**config.mk**
```make
export PLATFORM = sky130hd
export DESIGN_NAME = gossip_membership_table
export DESIGN_NICKNAME = d
export VERILOG_FILES = /design/src/hw/rtl/gml_pkg.sv /design/src/hw/rtl/gml_ram.sv /design/src/hw/rtl/gml_alu.sv /design/src/hw/rtl/gossip_membership_table.sv
export SDC_FILE = /design/constraint.sdc
export NUM_CORES = 2
export LEC_CHECK = 0
export BUFFER_PORTS_ARGS = -buffer_cell sky130_fd_sc_hd__clkbuf_2
export CAP_MARGIN = 25
export CORE_ASPECT_RATIO = 0.6
export CORE_UTILIZATION = 50
export DETAILED_ROUTE_END_ITERATION = 10
export GPL_TIMING_DRIVEN = 0
export HOLD_SLACK_MARGIN = 0.06
export PLACE_DENSITY_LB_ADDON = 0.12
export SYNTH_ARGS = -nofsm -noshare
export SYNTH_HDL_FRONTEND = slang
export SYNTH_SLANG_ARGS = --single-unit
```
**constraint.sdc**
```tcl
create_clock -name clk -period 12.9 [get_ports clk]
set_clock_uncertainty 0.15 [all_clocks]
set_input_delay 0.645 -clock clk [delete_from_list [all_inputs] [get_ports clk]]
set_output_delay 0.645 -clock clk [all_outputs]
set_load 0.1 [all_outputs]
```
**src/hw/rtl/gml_pkg.sv**
```systemverilog
package gml_pkg;

  localparam int ID_W      = 5;
  localparam int HB_W      = 32;
  localparam int OP_W      = 2;
  localparam int CFG_IDX_W = 2;
  localparam int CFG_DAT_W = 32;
  localparam int MAX_OUT   = 32;
  localparam int SNAP_N_W  = 6;

  localparam logic [OP_W-1:0] OP_MERGE = 2'd0;
  localparam logic [OP_W-1:0] OP_TICK  = 2'd1;
  localparam logic [OP_W-1:0] OP_SNAP  = 2'd2;

  localparam logic [CFG_IDX_W-1:0] REG_OWN_ID       = 2'd0;
  localparam logic [CFG_IDX_W-1:0] REG_FAIL_AFTER   = 2'd1;
  localparam logic [CFG_IDX_W-1:0] REG_DELETE_AFTER = 2'd2;
  localparam logic [CFG_IDX_W-1:0] REG_HALTED       = 2'd3;

  localparam logic KIND_TARGET = 1'b0;
  localparam logic KIND_VIEW   = 1'b1;

  typedef struct packed {
    logic [OP_W-1:0] op;
    logic [ID_W-1:0] node_id;
    logic [HB_W-1:0] peer_heartbeat;
    logic [ID_W-1:0] pick;
  } gml_in_t;

  typedef struct packed {
    logic            kind;
    logic [ID_W-1:0] node_id_out;
    logic [HB_W-1:0] heartbeat_out;
    logic            found;
    logic            last;
  } gml_out_t;

  // status of the shared subtract and compare unit
  typedef struct packed {
    logic borrow;
    logic over_fail;
    logic over_del;
  } gml_alu_st_t;

endpackage

```
**src/hw/rtl/gml_ram.sv**
```systemverilog
module gml_ram #(
  parameter int WIDTH = 64,
  parameter int DEPTH = 32
) (
  input  logic                     clk,
  input  logic                     we,
  input  logic [$clog2(DEPTH)-1:0] waddr,
  input  logic [WIDTH-1:0]         wdata,
  input  logic [$clog2(DEPTH)-1:0] raddr,
  output logic [WIDTH-1:0]         rdata
);

  logic [WIDTH-1:0] mem [DEPTH];

  always_ff @(posedge clk) begin
    if (we) begin
      mem[waddr] <= wdata;
    end
    rdata <= mem[raddr];
  end

endmodule

```
**src/hw/rtl/gml_alu.sv**
```systemverilog
module gml_alu (
  input  logic [gml_pkg::HB_W-1:0] a,
  input  logic [gml_pkg::HB_W-1:0] b,
  input  logic [gml_pkg::HB_W-1:0] lim_fail,
  input  logic [gml_pkg::HB_W-1:0] lim_del,
  output gml_pkg::gml_alu_st_t     st
);
  import gml_pkg::*;

  logic [HB_W:0]   diff;
  logic [HB_W-1:0] age;

  // a - b wraps modulo 2^32; the borrow tells a < b
  assign diff         = {1'b0, a} - {1'b0, b};
  assign age          = diff[HB_W-1:0];
  assign st.borrow    = diff[HB_W];
  assign st.over_fail = age > lim_fail;
  assign st.over_del  = age > lim_del;

endmodule

```
**src/hw/rtl/gossip_membership_table.sv**
```systemverilog
// Gossip membership table with heartbeat failure detection, one entry per node id.
// Items run one at a time and in_ready is low while one is in progress. A merge reads
// its entry RAM word, then compares and writes. A tick and a snapshot walk the table
// one entry per cycle through the single read port of the entry RAM, with the shared
// subtract/compare unit working out each entry's age on a tick. A snapshot stalls on
// an entry to send, and both on the final result, until the output is free. The next
// item may be accepted while the last result still waits in the output register.
// Items accepted while halted, merges for the own id and unknown ops are
// dropped without results. Configuration writes are always taken (cfg_ready is high).
module gossip_membership_table #(
  parameter int NODES = 32
) (
  input  logic                          clk,
  input  logic                          rst_n,
  input  logic                          in_valid,
  output logic                          in_ready,
  input  gml_pkg::gml_in_t              in_data,
  output logic                          out_valid,
  input  logic                          out_ready,
  output gml_pkg::gml_out_t             out_data,
  input  logic                          cfg_valid,
  output logic                          cfg_ready,
  input  logic [gml_pkg::CFG_IDX_W-1:0] cfg_index,
  input  logic [gml_pkg::CFG_DAT_W-1:0] cfg_data
);
  import gml_pkg::*;

  localparam int IDX_W = $clog2(NODES);
  localparam int EXT_W = 7;
  localparam int RAM_W = 2 * HB_W;
  localparam logic [IDX_W-1:0] LAST_IDX = IDX_W'(NODES - 1);
  localparam logic [EXT_W-1:0] NODES_EXT = EXT_W'(NODES);

  localparam logic [2:0] S_IDLE  = 3'd0;
  localparam logic [2:0] S_MERGE = 3'd1;
  localparam logic [2:0] S_TSCAN = 3'd2;
  localparam logic [2:0] S_TOUT  = 3'd3;
  localparam logic [2:0] S_SSCAN = 3'd4;
  localparam logic [2:0] S_SEND  = 3'd5;

  logic [2:0]       state_r, state_nxt;
  logic [ID_W-1:0]  own_id_r, own_id_nxt;
  logic [HB_W-1:0]  fail_after_r, fail_after_nxt;
  logic [HB_W-1:0]  delete_after_r, delete_after_nxt;
  logic             halted_r, halted_nxt;
  logic [HB_W-1:0]  local_hb_r, local_hb_nxt;
  logic [NODES-1:0] present_r, present_nxt;
  logic [NODES-1:0] failed_r, failed_nxt;
  gml_in_t          item_r, item_nxt;
  logic [IDX_W-1:0] p_r, p_nxt;
  logic [IDX_W:0]   seen_r, seen_nxt;
  logic             tfound_r, tfound_nxt;
  logic [IDX_W-1:0] tid_r, tid_nxt;
  logic [SNAP_N_W-1:0] snap_n_r, snap_n_nxt;
  gml_out_t         pend_r, pend_nxt;
  gml_out_t         out_r, out_nxt;
  logic             out_valid_r, out_valid_nxt;

  logic             acc;
  logic             out_free;
  logic [EXT_W-1:0] own_ext;
  logic [EXT_W-1:0] in_id_ext;
  logic [EXT_W-1:0] item_id_ext;
  logic [EXT_W-1:0] p_ext;
  logic [IDX_W-1:0] item_idx;
  logic [IDX_W-1:0] in_idx;
  logic             p_own;
  logic             p_last;
  logic             p_slot;
  logic             snap_elig;
  logic [HB_W-1:0]  own_hb;

  logic             ram_we;
  logic [IDX_W-1:0] ram_waddr;
  logic [RAM_W-1:0] ram_wdata;
  logic [IDX_W-1:0] ram_raddr;
  logic [RAM_W-1:0] ram_rdata;

  logic [HB_W-1:0]  alu_a;
  logic [HB_W-1:0]  alu_b;
  gml_alu_st_t      alu_st;

  // entry RAM: heartbeat in the upper half, last update time in the lower half
  gml_ram #(
    .WIDTH(RAM_W),
    .DEPTH(NODES)
  ) u_entry_ram (
    .clk  (clk),
    .we   (ram_we),
    .waddr(ram_waddr),
    .wdata(ram_wdata),
    .raddr(ram_raddr),
    .rdata(ram_rdata)
  );

  gml_alu u_alu (
    .a       (alu_a),
    .b       (alu_b),
    .lim_fail(fail_after_r),
    .lim_del (delete_after_r),
    .st      (alu_st)
  );

  assign acc       = in_valid && in_ready;
  assign in_ready  = (state_r == S_IDLE);
  assign cfg_ready = 1'b1;
  assign out_valid = out_valid_r;
  assign out_data  = out_r;
  assign out_free  = !out_valid_r || out_ready;

  assign own_ext     = EXT_W'(own_id_r);
  assign in_id_ext   = EXT_W'(in_data.node_id);
  assign item_id_ext = EXT_W'(item_r.node_id);
  assign p_ext       = EXT_W'(p_r);
  assign in_idx      = in_id_ext[IDX_W-1:0];
  assign item_idx    = item_id_ext[IDX_W-1:0];
  assign p_own       = (p_ext == own_ext);
  assign p_last      = (p_r == LAST_IDX);
  assign own_hb      = (local_hb_r == '0) ? HB_W'(1) : local_hb_r;

  // slot still present after this tick's ageing; the own slot always is
  assign p_slot    = p_own || (present_r[p_r] && !alu_st.over_del);
  assign snap_elig = !p_own && present_r[p_r] && !failed_r[p_r]
                     && (snap_n_r < SNAP_N_W'(MAX_OUT));

  always_comb begin
    alu_a = local_hb_r;
    alu_b = ram_rdata[HB_W-1:0];
    if (state_r == S_MERGE) begin
      alu_a = ram_rdata[RAM_W-1:HB_W];
      alu_b = item_r.peer_heartbeat;
    end
  end

  always_comb begin
    state_nxt        = state_r;
    own_id_nxt       = own_id_r;
    fail_after_nxt   = fail_after_r;
    delete_after_nxt = delete_after_r;
    halted_nxt       = halted_r;
    local_hb_nxt     = local_hb_r;
    present_nxt      = present_r;
    failed_nxt       = failed_r;
    item_nxt         = item_r;
    p_nxt            = p_r;
    seen_nxt         = seen_r;
    tfound_nxt       = tfound_r;
    tid_nxt          = tid_r;
    snap_n_nxt       = snap_n_r;
    pend_nxt         = pend_r;
    out_nxt          = out_r;
    out_valid_nxt    = out_valid_r && !out_ready;
    ram_we           = 1'b0;
    ram_waddr        = item_idx;
    ram_wdata        = {item_r.peer_heartbeat, local_hb_r};
    ram_raddr        = '0;

    if (cfg_valid && cfg_ready) begin
      case (cfg_index)
        REG_OWN_ID:       own_id_nxt       = cfg_data[ID_W-1:0];
        REG_FAIL_AFTER:   fail_after_nxt   = cfg_data[HB_W-1:0];
        REG_DELETE_AFTER: delete_after_nxt = cfg_data[HB_W-1:0];
        REG_HALTED:       halted_nxt       = cfg_data[0];
        default: ;
      endcase
    end

    case (state_r)
      S_IDLE: begin
        if (in_data.op == OP_MERGE) begin
          ram_raddr = in_idx;
        end
        if (acc && !halted_r) begin
          item_nxt = in_data;
          p_nxt    = '0;
          case (in_data.op)
            OP_MERGE: begin
              if (in_id_ext != own_ext && in_id_ext < NODES_EXT) begin
                state_nxt = S_MERGE;
              end
            end
            OP_TICK: begin
              local_hb_nxt = local_hb_r + HB_W'(1);
              seen_nxt     = '0;
              tfound_nxt   = 1'b0;
              tid_nxt      = '0;
              state_nxt    = S_TSCAN;
            end
            OP_SNAP: begin
              pend_nxt   = '{kind: KIND_VIEW, node_id_out: own_id_r, heartbeat_out: own_hb,
                             found: 1'b1, last: 1'b0};
              snap_n_nxt = SNAP_N_W'(1);
              state_nxt  = S_SSCAN;
            end
            default: ;
          endcase
        end
      end
      S_MERGE: begin
        if (!present_r[item_idx] || alu_st.borrow) begin
          ram_we                = 1'b1;
          present_nxt[item_idx] = 1'b1;
          failed_nxt[item_idx]  = 1'b0;
        end
        state_nxt = S_IDLE;
      end
      S_TSCAN: begin
        ram_raddr = p_r + IDX_W'(1);
        if (!p_own && present_r[p_r]) begin
          if (alu_st.over_fail) begin
            failed_nxt[p_r] = 1'b1;
          end
          if (alu_st.over_del) begin
            present_nxt[p_r] = 1'b0;
          end
        end
        if (p_slot) begin
          if (!tfound_r && EXT_W'(seen_r) == EXT_W'(item_r.pick)) begin
            tfound_nxt = 1'b1;
            tid_nxt    = p_r;
          end
          seen_nxt = seen_r + (IDX_W + 1)'(1);
        end
        if (p_last) begin
          state_nxt = S_TOUT;
        end else begin
          p_nxt = p_r + IDX_W'(1);
        end
      end
      S_TOUT: begin
        if (out_free) begin
          out_nxt = '{kind: KIND_TARGET,
                      node_id_out: tfound_r ? ID_W'(tid_r) : '0,
                      heartbeat_out: '0, found: tfound_r, last: 1'b1};
          out_valid_nxt = 1'b1;
          state_nxt     = S_IDLE;
        end
      end
      S_SSCAN: begin
        ram_raddr = p_r;
        if (!snap_elig || out_free) begin
          ram_raddr = p_r + IDX_W'(1);
          if (snap_elig) begin
            // hand the held entry on; the new one waits until we know if it is final
            out_nxt       = pend_r;
            out_valid_nxt = 1'b1;
            pend_nxt      = '{kind: KIND_VIEW, node_id_out: p_ext[ID_W-1:0],
                              heartbeat_out: ram_rdata[RAM_W-1:HB_W],
                              found: 1'b1, last: 1'b0};
            snap_n_nxt    = snap_n_r + SNAP_N_W'(1);
          end
          if (p_last) begin
            state_nxt = S_SEND;
          end else begin
            p_nxt = p_r + IDX_W'(1);
          end
        end
      end
      S_SEND: begin
        if (out_free) begin
          out_nxt       = pend_r;
          out_nxt.last  = 1'b1;
          out_valid_nxt = 1'b1;
          state_nxt     = S_IDLE;
        end
      end
      default: state_nxt = S_IDLE;
    endcase
  end

  always_ff @(posedge clk) begin
    if (!rst_n) begin
      state_r        <= S_IDLE;
      own_id_r       <= '0;
      fail_after_r   <= HB_W'(5);
      delete_after_r <= HB_W'(10);
      halted_r       <= 1'b0;
      local_hb_r     <= '0;
      present_r      <= '0;
      out_valid_r    <= 1'b0;
    end else begin
      state_r        <= state_nxt;
      own_id_r       <= own_id_nxt;
      fail_after_r   <= fail_after_nxt;
      delete_after_r <= delete_after_nxt;
      halted_r       <= halted_nxt;
      local_hb_r     <= local_hb_nxt;
      present_r      <= present_nxt;
      out_valid_r    <= out_valid_nxt;
    end
  end

  always_ff @(posedge clk) begin
    failed_r <= failed_nxt;
    item_r   <= item_nxt;
    p_r      <= p_nxt;
    seen_r   <= seen_nxt;
    tfound_r <= tfound_nxt;
    tid_r    <= tid_nxt;
    snap_n_r <= snap_n_nxt;
    pend_r   <= pend_nxt;
    out_r    <= out_nxt;
  end

  a_merge_sets_present: assert property (@(posedge clk) disable iff (!rst_n)
    ram_we |=> present_r[$past(ram_waddr)])
    else $error("merged entry not present");

  a_hb_only_on_tick: assert property (@(posedge clk) disable iff (!rst_n)
    !(acc && !halted_r && in_data.op == OP_TICK) |=> $stable(local_hb_r))
    else $error("local heartbeat moved without a tick");

  a_target_result: assert property (@(posedge clk) disable iff (!rst_n)
    (state_r == S_TOUT && out_free) |=>
      (out_valid_r && out_r.kind == KIND_TARGET && out_r.last))
    else $error("tick did not deliver a final target result");

  a_snap_bound: assert property (@(posedge clk) disable iff (!rst_n)
    (state_r == S_SSCAN || state_r == S_SEND) |-> snap_n_r <= SNAP_N_W'(MAX_OUT))
    else $error("snapshot overran its result limit");

endmodule

```
==> results list <==
- Status: completed
- H-tree Lvls: 4
- Root buffer cell: sky130_fd_sc_hd__clkbuf_16
- The number of endpoints with negative hold slack in the final report is 0.
* Area of the die: between 0.15 and 0.2 sq mm
* Areal power density over the cells: 171.4 mW/mm^2
- Post-synth ARST share: 0%
* Minimum period implied by the final worst setup slack: 9.964 ns
* PnR worst setup slack: 2.936 ns
- Global placer's final weighted congestion: approximately 1
- Most crowded layer after global routing: met1
- Global routing finished with a remaining overflow of 0.
- Detailed-route vias per instance: 6.614
- Once the floorplan was initialized, standard cells occupied 50.50% of the core.
- Relative slew margins: 18.99%
- Clk buf depth: 4
- Final number of setup-violating endpoints: 0
- Summed over all nets, the half-perimeter wirelength after detailed placement is between 200 and 300 mm.
- Startpoint-to-endpoint class of the critical path: flip-flop to flip-flop
* Total iterations of the first detailed-routing run: 6
- Number of flops mapped to enable cells by yosys: 2,222
* Top-level port count: 126
- Share of post-route cells with drive strength above 1: roughly 16%
- Static Leakage: 0.03763 uW
- Quantity of I/O buffers inserted on ports: 123
- Met2 track utilization from global routing: 45.62%
* Number of global-route vias before repair: 60,790
- Clock-pin slew was measured on the worst setup and hold paths at roughly 0.07 ns.
- For the pin with the worst max-slew slack, the measured transition is 1.212 ns.
* Max Transition Viols Final: 0
- Total number of placement rows: 125
* Unrepaired setup endpoints after global routing: false
- Count of nets after finishing: about 7,700
- Die span in x: ~570 um
* Worst reg2reg path depth: 25
* Worst min path class: input port to flip-flop
- Layout Area Growth over Synthesis: 17.40%
* Maximum VDD drop: 0.1475 mV
* Post-placement worst setup slack: 3.425 ns
* Routed Antenna Nets: 0
- DRC violation count after routing: 0
* Cell Area, Synth: 0.09801 sq mm
- Synthesis produced 6,658 cells.
- The later pin in the worst-skew pair is clocked with a latency of 0.89 ns.
- Count of cells resized by post-cts repair: 0
- Data on the critical path is required at its endpoint by about 13 ns.
- TritonCTS buffer count: 218
- During synthesis, Yosys emitted a total of 0 warnings.
- Final routed wire length divided by cell count: 35.70 um
- Maximum number of pins on one net before global-route repair: 40
- Sinks on Clock Net: approximately 2,400
- Across the run, the number of max-cap violations was 0.
* Routed via count: 67,820
- Number of different library cells in the post-synthesis netlist: 78
- Of the synthesized area, sequential elements account for about 72%.
- Primary flip-flop cell chosen by synthesis mapping: sky130_fd_sc_hd__edfxtp_1
- TritonCTS built the clock tree.
- Height of the die: 344.9 um
* Global-route total usage across every layer: 36.34%
- GR Layer Usage met3: 17.93%
- The worst hold path was traced through 4 stages.
- Routed Wire Length: ~370 mm
* First-pass GRT wire length: 493.2 mm
- Worst setup EP type: flip-flop
- Crit path DAT: 10.33 ns
- Std-Cell Core Area: between 0.15 and 0.2 sq mm
- Number of DRC markers after the initial detailed-route iteration: 12,650
- Adding up every negative setup slack in the final design gives 0 ns.
- Antenna violations before repair: 27
- Startpoint Class: flip-flop
* Period utilization: 77.24%
- Overall power consumption after layout is estimated at 19,720 uW.
* Critical Path Fanout Max: 10
- Share of the core filled with cells in the final layout: 59.28%
- Dividing the synthesized area by the synthesized cell count gives approximately 15 sq um.
- Counting flops and latches in the post-synthesis netlist gives 2,424.
- For this run, global-route usage on met1 was measured as 54.03%.
- Nets in the synthesized netlist: 6,852
- Timing would allow up to 100.4 MHz.
-- power breakdown --
| part | switching (uW) | leakage (uW) | total, uW | internal, uW |
|---|---|---|---|---|
| Clock | 2930 | 0.00340 | 6510 | 3580 |
| Combinational | 2950 | 0.0145 | 4170 | 1210 |
| Sequential | 262 | 0.0197 | 9050 | 8790 |
| Total | 6150 | 0.0376 | 19700 | 13600 |
-- worst max-delay path, cell delays in order, from the launching register on --
cell and delay [ns]:
sky130_fd_sc_hd__dfxtp_1 0.32, sky130_fd_sc_hd__clkbuf_1 0.37, sky130_fd_sc_hd__nor2_1 0.12, sky130_fd_sc_hd__nand2_1 0.27, sky130_fd_sc_hd__clkbuf_2 0.72, sky130_fd_sc_hd__clkbuf_1 0.53, sky130_fd_sc_hd__buf_8 0.26, sky130_fd_sc_hd__mux2i_1 0.46
sky130_fd_sc_hd__ha_1 0.34, sky130_fd_sc_hd__and3_1 0.22, sky130_fd_sc_hd__o2111ai_1 0.12, sky130_fd_sc_hd__a21oi_1 0.17, sky130_fd_sc_hd__o21ai_0 0.12, sky130_fd_sc_hd__nand2b_1 0.18, sky130_fd_sc_hd__a21oi_1 0.23, sky130_fd_sc_hd__o31a_1 0.44
sky130_fd_sc_hd__o311ai_0 0.53, sky130_fd_sc_hd__nand2_1 0.19, sky130_fd_sc_hd__o311ai_0 0.90, sky130_fd_sc_hd__ha_1 0.29, sky130_fd_sc_hd__nand4_1 0.22, sky130_fd_sc_hd__nor4_1 0.66, sky130_fd_sc_hd__nand3_1 0.72, sky130_fd_sc_hd__a21oi_1 0.34
sky130_fd_sc_hd__o21ai_0 0.14, sky130_fd_sc_hd__a21oi_1 0.53
-- path summary, 6_finish.rpt --
| check | startpoint | endpoint | slack (ns) |
|---|---|---|---|
| max | state_r[1] | tid_r[0] | 2.94 |
| min | cfg_valid | halted_r | 0.1 |
| max reg2reg | state_r[1] | tid_r[0] | 2.94 |
| min reg2reg | fail_after_r[6] | fail_after_r[6] | 0.32 |
-- synth_stat cells (all sizes together) (52+ instances only) --
cell type / instances / area share [%]
a311oi: 86 / 0.77
a21oi: 82 / 0.42
inv: 88 / 0.34
nand4: 58 / 0.37
o21ai: 160 / 0.82
o22ai: 61 / 0.39
nand2: 1137 / 4.4
a221oi: 56 / 0.51
mux2i: 238 / 2.4
ha: 110 / 1.4
nor2: 101 / 0.39
a211oi: 238 / 1.8
buf: 187 / 1.0
dfxtp: 202 / 4.1
a21boi: 75 / 0.57
and2: 63 / 0.40
a31oi: 191 / 1.2
edfxtp: 2222 / 68
a22oi: 52 / 0.40
clkbuf: 237 / 0.91
mux4: 144 / 3.3
nor3: 60 / 0.31
nand3: 196 / 1.0
and3: 233 / 1.5
-- state kept, by name (all words and copies together), names as in the netlist, 6 cells and up --
register	count
delete_after_r	32
snap_n_r	6
local_hb_r	32
item_r	37
seen_r	6
out_data	40
u_entry_ram.mem	2048
pend_r	37
present_r	32
failed_r	32
fail_after_r	32
u_entry_ram.rdata	64
-- what timing repair did --
item / 4_1_cts / 5_1_grt
setup buffers: 0 / 0
endpoints found under the setup margin: 0 / 0
hold buffers: 77 / 0
endpoints found under the hold margin: 112 / 0
-- metal layers --
metal / share of wire [%] / wire length [um] / vias to the layer above
li1: - / - / 27380
met4: 3.7 / 13550 / 26
met1: 40 / 147900 / 34240
met3: 18 / 67440 / 708
met2: 37 / 136900 / 5472
met5: 0.051 / 188 / -
-- kinds of logic (layout without fill, tap and decap cells) --
family,after synthesis,after routing,share of synthesized area (%)
compound gates,1173,1173,8.445
flops,2424,2424,72.20
other cells,1,16,0.003826
fa+ha+maj,111,111,1.425
mux,388,388,5.809
xor+xnor,76,76,0.6792
simple gates,1972,1972,9.183
buf+inv,513,1491,2.252
-- through the flow --
step                hold WS [ns]  instances  area (sq um)
global placement          0.3050       9384        101900
detailed placement        0.3097       9753        107100
finish                   0.09663      10250        115100
CTS                      0.06557      10220        114800
floorplan                 0.2935       6658         98010
global route             0.09716      10240        115000
-- cell type report --
class | instances | area (sq um)
diodes | 15 | 37.54
plain buffers | 424 | 1874
clock buffers | 287 | 5951
clock inverters | 105 | 959.7
fillers | 14940 | 79030
inverters | 89 | 336.6
multi-input cells | 3721 | 25270
flip-flops and latches | 2424 | 70800
well taps | 2603 | 3257
repair buffers | 586 | 6579
-- cell usage in the layout (no fill, tap or decap), drive strengths merged, types with 81 or more instances in the layout --
| cell type | n |
|---|---|
| edfxtp | 2222 |
| nand2 | 1137 |
| clkbuf | 647 |
| buf | 573 |
| mux2i | 238 |
| a211oi | 238 |
| and3 | 233 |
| dfxtp | 202 |
| nand3 | 196 |
| a31oi | 191 |
| o21ai | 160 |
| mux4 | 144 |
| ha | 110 |
| nor2 | 101 |
| inv | 92 |
| a311oi | 86 |
| a21oi | 82 |
| clkinv | 81 |
Note: power is estimated with default switching activity, not from simulation.
